## config.mk

```make
export PLATFORM = sky130hd
export DESIGN_NAME = console_mouse_nibble_port_top_flat
export DESIGN_NICKNAME = d
export VERILOG_FILES = /design/src/rtl/cmnp_pkg.sv /design/src/rtl/cmnp_in_if.sv /design/src/rtl/cmnp_out_if.sv /design/src/rtl/console_mouse_nibble_port_top.sv /design/src/rtl/cmnp_lane.sv /design/src/rtl/cmnp_merge.sv /design/src/flat_wrapper.sv
export SDC_FILE = /design/constraint.sdc
export NUM_CORES = 1
export LEC_CHECK = 0
export BUFFER_PORTS_ARGS = -buffer_cell sky130_fd_sc_hd__buf_2
export CAP_MARGIN = 20
export CORE_ASPECT_RATIO = 1.2
export CORE_MARGIN = 5
export CORE_UTILIZATION = 55
export CTS_CLUSTER_SIZE = 24
export DETAILED_ROUTE_END_ITERATION = 8
export GPL_TIMING_DRIVEN = 0
export PLACE_DENSITY = 0.75
export SYNTH_ARGS = -nofsm -noshare
export SYNTH_HDL_FRONTEND = slang
export SYNTH_HIERARCHICAL = 1
export SYNTH_SLANG_ARGS = --single-unit
```

## constraint.sdc

```tcl
create_clock -name i_clk -period 6.5 [get_ports i_clk]
set_input_delay 1.3 -clock i_clk [delete_from_list [all_inputs] [get_ports i_clk]]
set_output_delay 1.3 -clock i_clk [all_outputs]
set_load 0.02 [all_outputs]
```

## src/rtl/cmnp_pkg.sv

```systemverilog
package cmnp_pkg;

    localparam int RAW_BITS  = 12;
    localparam int CNT_W     = $clog2(RAW_BITS);
    localparam int TICK_W    = 23;
    localparam int WHEEL_W   = 22;
    localparam int CFG_IDX_W = 3;
    localparam int CFG_W     = 23;

    localparam logic [TICK_W-1:0]  TICK_MAX        = '1;
    localparam logic [3:0]         MAG_RESET       = 4'd1;
    localparam logic [TICK_W-1:0]  THRESHOLD_RESET = TICK_W'(7458);
    localparam logic [WHEEL_W-1:0] WHEEL_RESET     = WHEEL_W'(2386363);

    typedef enum logic [2:0] {
        OP_TICK     = 3'd0,
        OP_FRAME    = 3'd1,
        OP_RESET    = 3'd2,
        OP_READ_D   = 3'd3,
        OP_READ_B   = 3'd4,
        OP_SET_B    = 3'd5,
        OP_WHEEL    = 3'd6,
        OP_UNUSED   = 3'd7
    } t_op;

    typedef enum logic [CFG_IDX_W-1:0] {
        REG_MAG       = 3'd0,
        REG_CONNECTED = 3'd1,
        REG_SWAP_SR   = 3'd2,
        REG_SWAP_12   = 3'd3,
        REG_THRESHOLD = 3'd4,
        REG_WHEEL     = 3'd5
    } t_reg;

    typedef struct packed {
        logic       done;
        logic [7:0] delta;
    } t_lane_res;

    typedef struct packed {
        logic       valid;
        logic [7:0] dx;
        logic [7:0] dy;
    } t_move;

endpackage

```

## src/rtl/cmnp_in_if.sv

```systemverilog
interface cmnp_in_if;
    import cmnp_pkg::*;

    logic                       valid;
    logic                       ready;
    logic [2:0]                 op;
    logic signed [RAW_BITS-1:0] raw_dx;
    logic signed [RAW_BITS-1:0] raw_dy;
    logic                       wide_display;
    logic [3:0]                 host_buttons;
    logic [3:0]                 pad_buttons;
    logic                       overclocked;

    modport source (
        output valid, op, raw_dx, raw_dy, wide_display, host_buttons, pad_buttons,
               overclocked,
        input  ready
    );
    modport sink (
        input  valid, op, raw_dx, raw_dy, wide_display, host_buttons, pad_buttons,
               overclocked,
        output ready
    );
endinterface

```

## src/rtl/cmnp_out_if.sv

```systemverilog
interface cmnp_out_if;
    logic       valid;
    logic       ready;
    logic [3:0] data;

    modport source (output valid, data, input ready);
    modport sink (input valid, data, output ready);
endinterface

```

## src/rtl/console_mouse_nibble_port_top.sv

```systemverilog
// result: an accepted transaction's result enters the output register in the next cycle,
// except a frame update while connected, which first goes through the divider in each axis lane
// throughput: one transaction per cycle for port and tick ops while the output is taken; a
// connected frame update holds off the input until the bit-per-step dividers have finished
// reset: synchronous, active low; restores configuration and state registers, output empty
module console_mouse_nibble_port_top (
    input  logic                              i_clk,
    input  logic                              i_rst_n,
    input  logic                              i_cfg_we,
    input  logic [cmnp_pkg::CFG_IDX_W-1:0]    i_cfg_idx,
    input  logic [cmnp_pkg::CFG_W-1:0]        i_cfg_data,
    cmnp_in_if.sink                           i_item,
    cmnp_out_if.source                        o_result
);
    import cmnp_pkg::*;

    typedef enum logic [1:0] {
        ST_IDLE = 2'b01,
        ST_DIV  = 2'b10
    } t_state;

    t_state              r_state;
    logic [3:0]          r_mag;
    logic                r_connected, r_swap_sr, r_swap_12;
    logic [TICK_W-1:0]   r_threshold, r_tick;
    logic [WHEEL_W-1:0]  r_wheel_hold, r_wheel;
    logic [2:0]          r_read_idx;
    logic [7:0]          r_dx, r_dy;
    logic [3:0]          r_buttons;
    logic                r_wide;
    logic                r_out_valid;
    logic [3:0]          r_out_data;

    logic                accept, start, push;
    logic [3:0]          n_data, mag_eff, btn;
    t_lane_res           res_x, res_y;
    t_move               move;

    assign accept         = i_item.valid && i_item.ready;
    assign i_item.ready   = (r_state == ST_IDLE) && (!r_out_valid || o_result.ready);
    assign start          = accept && (t_op'(i_item.op) == OP_FRAME) && r_connected;
    assign mag_eff        = (r_mag == 4'd0) ? 4'd1 : r_mag;
    assign o_result.valid = r_out_valid;
    assign o_result.data  = r_out_data;

    cmnp_lane u_lane_x (
        .i_clk   (i_clk),
        .i_rst_n (i_rst_n),
        .i_start (start),
        .i_raw   (i_item.raw_dx),
        .i_mag   (mag_eff),
        .o_res   (res_x)
    );

    cmnp_lane u_lane_y (
        .i_clk   (i_clk),
        .i_rst_n (i_rst_n),
        .i_start (start),
        .i_raw   (i_item.raw_dy),
        .i_mag   (mag_eff),
        .o_res   (res_y)
    );

    cmnp_merge u_merge (
        .i_clk   (i_clk),
        .i_rst_n (i_rst_n),
        .i_x     (res_x),
        .i_y     (res_y),
        .i_wide  (r_wide),
        .o_move  (move)
    );

    // button read: merge, swap, invert; delta nibble select and output push
    always_comb begin
        btn = r_buttons;
        if (btn[3:2] == 2'b11) begin
            btn[3:2] = 2'b00;
        end
        btn = btn | i_item.pad_buttons;
        if (r_swap_sr) begin
            btn = {btn[2], btn[3], btn[1:0]};
        end
        if (r_swap_12) begin
            btn = {btn[3:2], btn[0], btn[1]};
        end
        btn = ~btn;

        n_data = '0;
        case (t_op'(i_item.op))
            OP_READ_D: begin
                case (r_read_idx)
                    3'd0:    n_data = r_dx[7:4];
                    3'd1:    n_data = r_dx[3:0];
                    3'd2:    n_data = r_dy[7:4];
                    3'd3:    n_data = r_dy[3:0];
                    default: n_data = '0;
                endcase
            end
            OP_READ_B: n_data = btn;
            default:   n_data = '0;
        endcase
        push = (accept && !start) || (r_state == ST_DIV && move.valid);
    end

    always_ff @(posedge i_clk) begin
        if (!i_rst_n) begin
            r_mag        <= MAG_RESET;
            r_connected  <= 1'b0;
            r_swap_sr    <= 1'b0;
            r_swap_12    <= 1'b0;
            r_threshold  <= THRESHOLD_RESET;
            r_wheel_hold <= WHEEL_RESET;
        end else if (i_cfg_we) begin
            case (t_reg'(i_cfg_idx))
                REG_MAG:       r_mag        <= i_cfg_data[3:0];
                REG_CONNECTED: r_connected  <= i_cfg_data[0];
                REG_SWAP_SR:   r_swap_sr    <= i_cfg_data[0];
                REG_SWAP_12:   r_swap_12    <= i_cfg_data[0];
                REG_THRESHOLD: r_threshold  <= i_cfg_data[TICK_W-1:0];
                REG_WHEEL:     r_wheel_hold <= i_cfg_data[WHEEL_W-1:0];
                default: ;
            endcase
        end
    end

    always_ff @(posedge i_clk) begin
        if (!i_rst_n) begin
            r_state     <= ST_IDLE;
            r_read_idx  <= '0;
            r_dx        <= '0;
            r_dy        <= '0;
            r_buttons   <= '0;
            r_tick      <= '0;
            r_wheel     <= '0;
            r_wide      <= 1'b0;
            r_out_valid <= 1'b0;
        end else begin
            if (push) begin
                r_out_valid <= 1'b1;
            end else if (o_result.ready) begin
                r_out_valid <= 1'b0;
            end

            case (r_state)
                ST_IDLE: begin
                    if (start) begin
                        r_state <= ST_DIV;
                        r_wide  <= i_item.wide_display;
                    end
                end
                ST_DIV: begin
                    if (move.valid) begin
                        r_state <= ST_IDLE;
                        r_dx    <= move.dx;
                        r_dy    <= move.dy;
                    end
                end
                default: r_state <= ST_IDLE;
            endcase

            if (accept) begin
                case (t_op'(i_item.op))
                    OP_TICK: begin
                        if (r_tick != TICK_MAX) begin
                            r_tick <= r_tick + 1'b1;
                        end
                        if (r_wheel != '0 && !i_item.overclocked) begin
                            r_wheel <= r_wheel - 1'b1;
                            if (r_wheel == WHEEL_W'(1)) begin
                                r_buttons[3:2] <= 2'b00;
                            end
                        end
                    end
                    OP_RESET: begin
                        if (r_tick >= r_threshold) begin
                            r_read_idx <= '0;
                            r_tick     <= '0;
                        end
                    end
                    OP_READ_D: begin
                        if (r_read_idx inside {3'd0, 3'd1, 3'd2, 3'd3}) begin
                            r_read_idx <= r_read_idx + 1'b1;
                        end else begin
                            r_read_idx <= 3'd4;
                            r_dx       <= '0;
                            r_dy       <= '0;
                        end
                    end
                    OP_SET_B: r_buttons <= i_item.host_buttons;
                    OP_WHEEL: r_wheel   <= r_wheel_hold;
                    default: ;
                endcase
            end
        end
    end

    always_ff @(posedge i_clk) begin
        if (push) begin
            r_out_data <= (r_state == ST_DIV) ? 4'd0 : n_data;
        end
    end

endmodule

```

## src/rtl/cmnp_lane.sv

```systemverilog
module cmnp_lane (
    input  logic                                 i_clk,
    input  logic                                 i_rst_n,
    input  logic                                 i_start,
    input  logic signed [cmnp_pkg::RAW_BITS-1:0] i_raw,
    input  logic [3:0]                           i_mag,
    output cmnp_pkg::t_lane_res                  o_res
);
    import cmnp_pkg::*;

    localparam logic [CNT_W-1:0] LAST = CNT_W'(RAW_BITS - 1);

    logic                r_busy, r_done, r_neg;
    logic [CNT_W-1:0]    r_cnt;
    logic [RAW_BITS-1:0] r_num, r_quo;
    logic [3:0]          r_rem;

    logic [4:0]          trial, diff;
    logic                fits;
    logic [RAW_BITS-1:0] mag_abs, n_num;
    logic [7:0]          q8, mag8;

    // one quotient bit per step, ceiling via bias of divisor minus one
    always_comb begin
        trial   = {r_rem, r_num[RAW_BITS-1]};
        diff    = trial - {1'b0, i_mag};
        fits    = trial >= {1'b0, i_mag};
        mag_abs = i_raw[RAW_BITS-1] ? RAW_BITS'(~i_raw + 1'b1) : RAW_BITS'(i_raw);
        n_num   = mag_abs + RAW_BITS'(i_mag) - RAW_BITS'(1);
    end

    always_ff @(posedge i_clk) begin
        if (!i_rst_n) begin
            r_busy <= 1'b0;
            r_done <= 1'b0;
            r_cnt  <= '0;
        end else begin
            r_done <= r_busy && (r_cnt == LAST);
            if (i_start) begin
                r_busy <= 1'b1;
                r_cnt  <= '0;
            end else if (r_busy) begin
                r_cnt <= r_cnt + 1'b1;
                if (r_cnt == LAST) begin
                    r_busy <= 1'b0;
                end
            end
        end
    end

    always_ff @(posedge i_clk) begin
        if (i_start) begin
            r_num <= n_num;
            r_rem <= '0;
            r_quo <= '0;
            r_neg <= i_raw[RAW_BITS-1];
        end else if (r_busy) begin
            r_num <= {r_num[RAW_BITS-2:0], 1'b0};
            r_rem <= fits ? diff[3:0] : trial[3:0];
            r_quo <= {r_quo[RAW_BITS-2:0], fits};
        end
    end

    // acceleration above 63, clamp at 127
    always_comb begin
        if (r_quo >= RAW_BITS'(86)) begin
            q8 = 8'd127;
        end else if (r_quo >= RAW_BITS'(64)) begin
            q8 = r_quo[7:0] + {1'b0, r_quo[7:1]};
        end else begin
            q8 = r_quo[7:0];
        end
        mag8        = r_neg ? (~q8 + 8'd1) : q8;
        o_res.done  = r_done;
        o_res.delta = mag8;
    end

endmodule

```

## src/rtl/cmnp_merge.sv

```systemverilog
module cmnp_merge (
    input  logic                i_clk,
    input  logic                i_rst_n,
    input  cmnp_pkg::t_lane_res i_x,
    input  cmnp_pkg::t_lane_res i_y,
    input  logic                i_wide,
    output cmnp_pkg::t_move     o_move
);
    import cmnp_pkg::*;

    logic r_take_x, n_take_x;
    logic unit_x, unit_y, diag;

    always_comb begin
        unit_x      = (i_x.delta == 8'h01) || (i_x.delta == 8'hFF);
        unit_y      = (i_y.delta == 8'h01) || (i_y.delta == 8'hFF);
        diag        = i_wide && unit_x && unit_y;
        o_move.valid = i_x.done && i_y.done;
        o_move.dx    = i_x.delta;
        o_move.dy    = i_y.delta;
        n_take_x     = r_take_x;
        if (o_move.valid && diag) begin
            if (r_take_x) begin
                o_move.dy = '0;
                n_take_x  = 1'b0;
            end else begin
                o_move.dx = '0;
                n_take_x  = 1'b1;
            end
        end
    end

    always_ff @(posedge i_clk) begin
        if (!i_rst_n) begin
            r_take_x <= 1'b1;
        end else begin
            r_take_x <= n_take_x;
        end
    end

endmodule

```

## src/flat_wrapper.sv

```systemverilog
// flat-port wrapper written by rule: the top's interface ports become plain ports
module console_mouse_nibble_port_top_flat import cmnp_pkg::*;
  (i_clk, i_rst_n, i_cfg_we, i_cfg_idx, i_cfg_data, i_item_valid, i_item_op, i_item_raw_dx, i_item_raw_dy, i_item_wide_display, i_item_host_buttons, i_item_pad_buttons, i_item_overclocked, i_item_ready, o_result_valid, o_result_data, o_result_ready);
  cmnp_in_if i_item_i ();
  cmnp_out_if o_result_i ();
  input  logic i_clk;
  input  logic i_rst_n;
  input  logic i_cfg_we;
  input  logic [cmnp_pkg::CFG_IDX_W-1:0] i_cfg_idx;
  input  logic [cmnp_pkg::CFG_W-1:0] i_cfg_data;
  input wire logic [$bits(i_item_i.valid)-1:0] i_item_valid;
  input wire logic [$bits(i_item_i.op)-1:0] i_item_op;
  input wire logic [$bits(i_item_i.raw_dx)-1:0] i_item_raw_dx;
  input wire logic [$bits(i_item_i.raw_dy)-1:0] i_item_raw_dy;
  input wire logic [$bits(i_item_i.wide_display)-1:0] i_item_wide_display;
  input wire logic [$bits(i_item_i.host_buttons)-1:0] i_item_host_buttons;
  input wire logic [$bits(i_item_i.pad_buttons)-1:0] i_item_pad_buttons;
  input wire logic [$bits(i_item_i.overclocked)-1:0] i_item_overclocked;
  output wire logic [$bits(i_item_i.ready)-1:0] i_item_ready;
  output wire logic [$bits(o_result_i.valid)-1:0] o_result_valid;
  output wire logic [$bits(o_result_i.data)-1:0] o_result_data;
  input wire logic [$bits(o_result_i.ready)-1:0] o_result_ready;
  assign i_item_i.valid = i_item_valid;
  assign i_item_i.op = i_item_op;
  assign i_item_i.raw_dx = i_item_raw_dx;
  assign i_item_i.raw_dy = i_item_raw_dy;
  assign i_item_i.wide_display = i_item_wide_display;
  assign i_item_i.host_buttons = i_item_host_buttons;
  assign i_item_i.pad_buttons = i_item_pad_buttons;
  assign i_item_i.overclocked = i_item_overclocked;
  assign i_item_ready = i_item_i.ready;
  assign o_result_valid = o_result_i.valid;
  assign o_result_data = o_result_i.data;
  assign o_result_i.ready = o_result_ready;
  console_mouse_nibble_port_top u_core (.i_clk(i_clk), .i_rst_n(i_rst_n), .i_cfg_we(i_cfg_we), .i_cfg_idx(i_cfg_idx), .i_cfg_data(i_cfg_data), .i_item(i_item_i), .o_result(o_result_i));
endmodule
```

==> out/results.ini <==
[critical_path]
cp_cell_sequence = buf_2 > buf_1 > mux2i_1 > ha_1 > inv_1 > ha_1 > fa_1 > a21o_1 > a21oi_1 > o221ai_1 > a41oi_1 > o21ai_0 > a221oi_2 > xnor2_1 > a21oi_1
worstSetupPathType = in2reg
worstPathMaxFanout = 10
slowest_delay_ps = 430
r2r-start = u_core/u_lane_y/r_quo[0]
cp.arrival_ps = 4700
required_ps = 6670
cp-end-kind = register
crit_slowest_cell = buf_1
cp-start-kind = input pin
crit_path_start = i_item_raw_dx[11]

[detailed_routing]
ant_nets = 0
dr.first_iter.drc_count = 759
drt-total-wl_um = 31800
drt-wirelength-per-cell_um = 15.7
viasPerCell = 5.74
drc_errors = 0
vias = 11586
drt-pass1-iter-count = 5

[min_path]
hp-start = u_core/r_dx[6]
hold_class = reg2reg

[layout]
layout.nets = 1862
areaGrowthSynthToFinish_pct = 10.4
design_area_mm2 = 0.0145
layout-drive-gt1-share_pct = 10.8
seqCellArea_mm2 = 0.00428
multiInputGateArea_mm2 = 0.00801
fillers = 2103
fin_cells = 2019
diodes = 0

[sta]
grt_setup_unrepaired = false
fmax_mhz = 221
worst_pin_slew_ps = 1020
period_minus_slack_ps = 4530
setup_violations = 0
min_period_over_period_pct = 69.8
finClkSkew_ps = 20.2
slew-limit-headroom_pct = 31.1
report.final.slew_viol_count = 0
final.setup.tns_ps = 0
finalHoldViolCount = 0

[pwr]
peakVddDrop_mv = 0.173
leakage_uw = 0.00593
pwr_density_cell_mw_per_mm2 = 210
power.total_uw = 3040

[global_routing]
grt_pass1_vias = 10980
grt_pass1_wl_um = 52700
antenna_found_initial = 0
grt_max_degree = 22
overflow = 0
track_usage_pct = 23.9

[clock_tree]
clockBufferDepth = 2
cts_tree = yes
cts_buffers = 17
clk_pin_slew_ps = 70
cts_setup_buffers = 0
clock-root-buffer = clkbuf_16
cts_hold_buf = 0
clkSinkCount = 199
clkLatencyLatePin_ps = 440
cts_resized = 0
htreeDepth = 4

[synthesis]
postSynthCellCount = 1594
yosysWarningCount = 6
synthFlopType = dfxtp_1
synth.distinct_cells = 100
synth_fp_nets = 1770
ys_top_cells_by_area = dfxtp_1, ha_1, edfxtp_1
ys_seq_area_share_pct = 32.7
postSynth.asyncResetShare_pct = 0
yosysTopAreaCell = dfxtp_1
synth_seq_cells = 199
synth_top_area_share_pct = 25.8
syn_area_mm2 = 0.0131
syn_area_per_cell_um2 = 8.23
synth_edf_count = 30

[placement]
dp_cells = 1987
gp_congestion = 0.936
io_buffers = 72
dp_hpwl_um = 24600
placed_area_mm2 = 0.0139

[floorplan]
die_h_um = 179
num_io_pins = 74
die_area_mm2 = 0.0271
core_area_mm2 = 0.0237
rows = 62
initial_utilization_pct = 55.3
chipWidth_um = 151

[job]
cap_violations = 0

[run_status]
outcome = completed

-- placed cells by master, fill, tap and decap left out, types with 22 or more instances in the layout --
master and instances:
nand2_1 216, dfxtp_1 169, a21oi_1 139, nor2_1 134, inv_1 124, ha_1 102
buf_2 77, o21ai_0 58, clkbuf_1 53, mux2i_1 53, nand3_1 52, nor3_1 38
xnor2_1 33, edfxtp_1 30, xor2_1 22
-- cell usage after synthesis (6+ instances only) --
cell / count
o21ai_1: 6
nor2b_1: 16
mux2i_1: 53
nand2b_1: 17
nand2_1: 216
a31oi_1: 17
nor2_1: 134
inv_1: 124
ha_1: 102
a211o_1: 6
or2_2: 12
fa_1: 6
o21ai_0: 58
dfxtp_1: 169
buf_1: 7
nor4_1: 9
a21oi_1: 139
and3_1: 7
a211oi_1: 18
edfxtp_1: 30
or3_1: 6
xnor2_1: 33
mux2_2: 15
o41ai_1: 6
nor3_1: 38
o21bai_1: 8
o31ai_1: 7
o211ai_1: 15
nand3_1: 52
a21o_1: 13
nand4_1: 17
clkbuf_1: 53
buf_6: 6
xor2_1: 22
and2_1: 6
a21boi_0: 13
o21a_1: 8
a311oi_1: 8
-- through the flow --
| stage | utilization [%] | hold WS [ps] | setup slack, ps |
|---|---|---|---|
| final | 61.0 | 460 | 1970 |
| after floorplan | - | 431 | 2190 |
| after global routing | 61.0 | 474 | 1550 |
| after CTS | 61.0 | 457 | 1940 |
| after global placement | 58.5 | 444 | 1580 |
| after detailed placement | 58.5 | 448 | 1470 |
-- worst max-delay path: cells and delay by family --
family	cells	cell delay, ps
AOI/OAI and AO/OA	7	1520
xor gates and xnor gates	1	180
adders and majority gates	3	920
buffers and inverters	3	610
muxes	1	180
-- power breakdown --
group | switching, µW | total [µW] | internal (µW)
clock | 535 | 1060 | 522
combinational | 386 | 657 | 271
sequential | 41.8 | 1330 | 1280
-- area by class of cell --
class,count,share of cell area [%]
inverter,124,3.21
multi-input combinational,1196,55.3
clock buffer,17,2.94
sequential,199,29.6
clock inverter,15,1.17
timing repair buffer,73,2.52
buffer,75,2.51
tap,320,2.77
-- cells by family (layout without fill, tap and decap cells) --
family | after synthesis | after routing | synth area share, %
compound gates | 392 | 392 | 20.1
xor+xnor | 58 | 58 | 4.11
fa+ha+maj | 110 | 110 | 10.8
buf+inv | 199 | 304 | 6.31
flops | 199 | 199 | 32.7
mux | 70 | 70 | 5.56
simple gates | 566 | 566 | 20.4
-- sequential cells by signal, indices dropped and copies added (netlist names), 2 cells and up --
register               count
u_core/r_threshold        23
u_core/r_tick             23
u_core/r_wheel            22
u_core/r_wheel_hold       22
u_core/u_lane_x/r_num     12
u_core/u_lane_x/r_quo     12
u_core/u_lane_y/r_num     12
u_core/u_lane_y/r_quo     12
u_core/r_dx                8
u_core/r_dy                8
u_core/o_result.data       4
u_core/r_buttons           4
u_core/r_mag               4
u_core/u_lane_x/r_cnt      4
u_core/u_lane_x/r_rem      4
u_core/u_lane_y/r_cnt      4
u_core/u_lane_y/r_rem      4
u_core/r_read_idx          3
u_core/r_state             2
-- routing by layer --
| layer | part of all wire, % | wire, µm | vias to the layer above | track usage (%) |
|---|---|---|---|---|
| met4 | 3.2 | 1010 | 0 | 9.11 |
| met1 | 42 | 13300 | 5342 | 29.1 |
| met2 | 49 | 15700 | 347 | 42.5 |
| met3 | 5.6 | 1780 | 75 | 3.36 |
| met5 | 0 | 0 | - | 0 |
| li1 | - | - | 5822 | - |
-- path summary, 6_finish.rpt --
check	to	slack, ps	cells past startpoint
worst min register to register	u_core/r_dx[6]	460	2
worst max-delay path	u_core/u_lane_x/r_num[11]	1970	15
worst max register to register	u_core/r_dy[4]	2050	16
worst min-delay path	u_core/r_dx[6]	460	2
No activity file was read; power rests on OpenSTA's default activity.
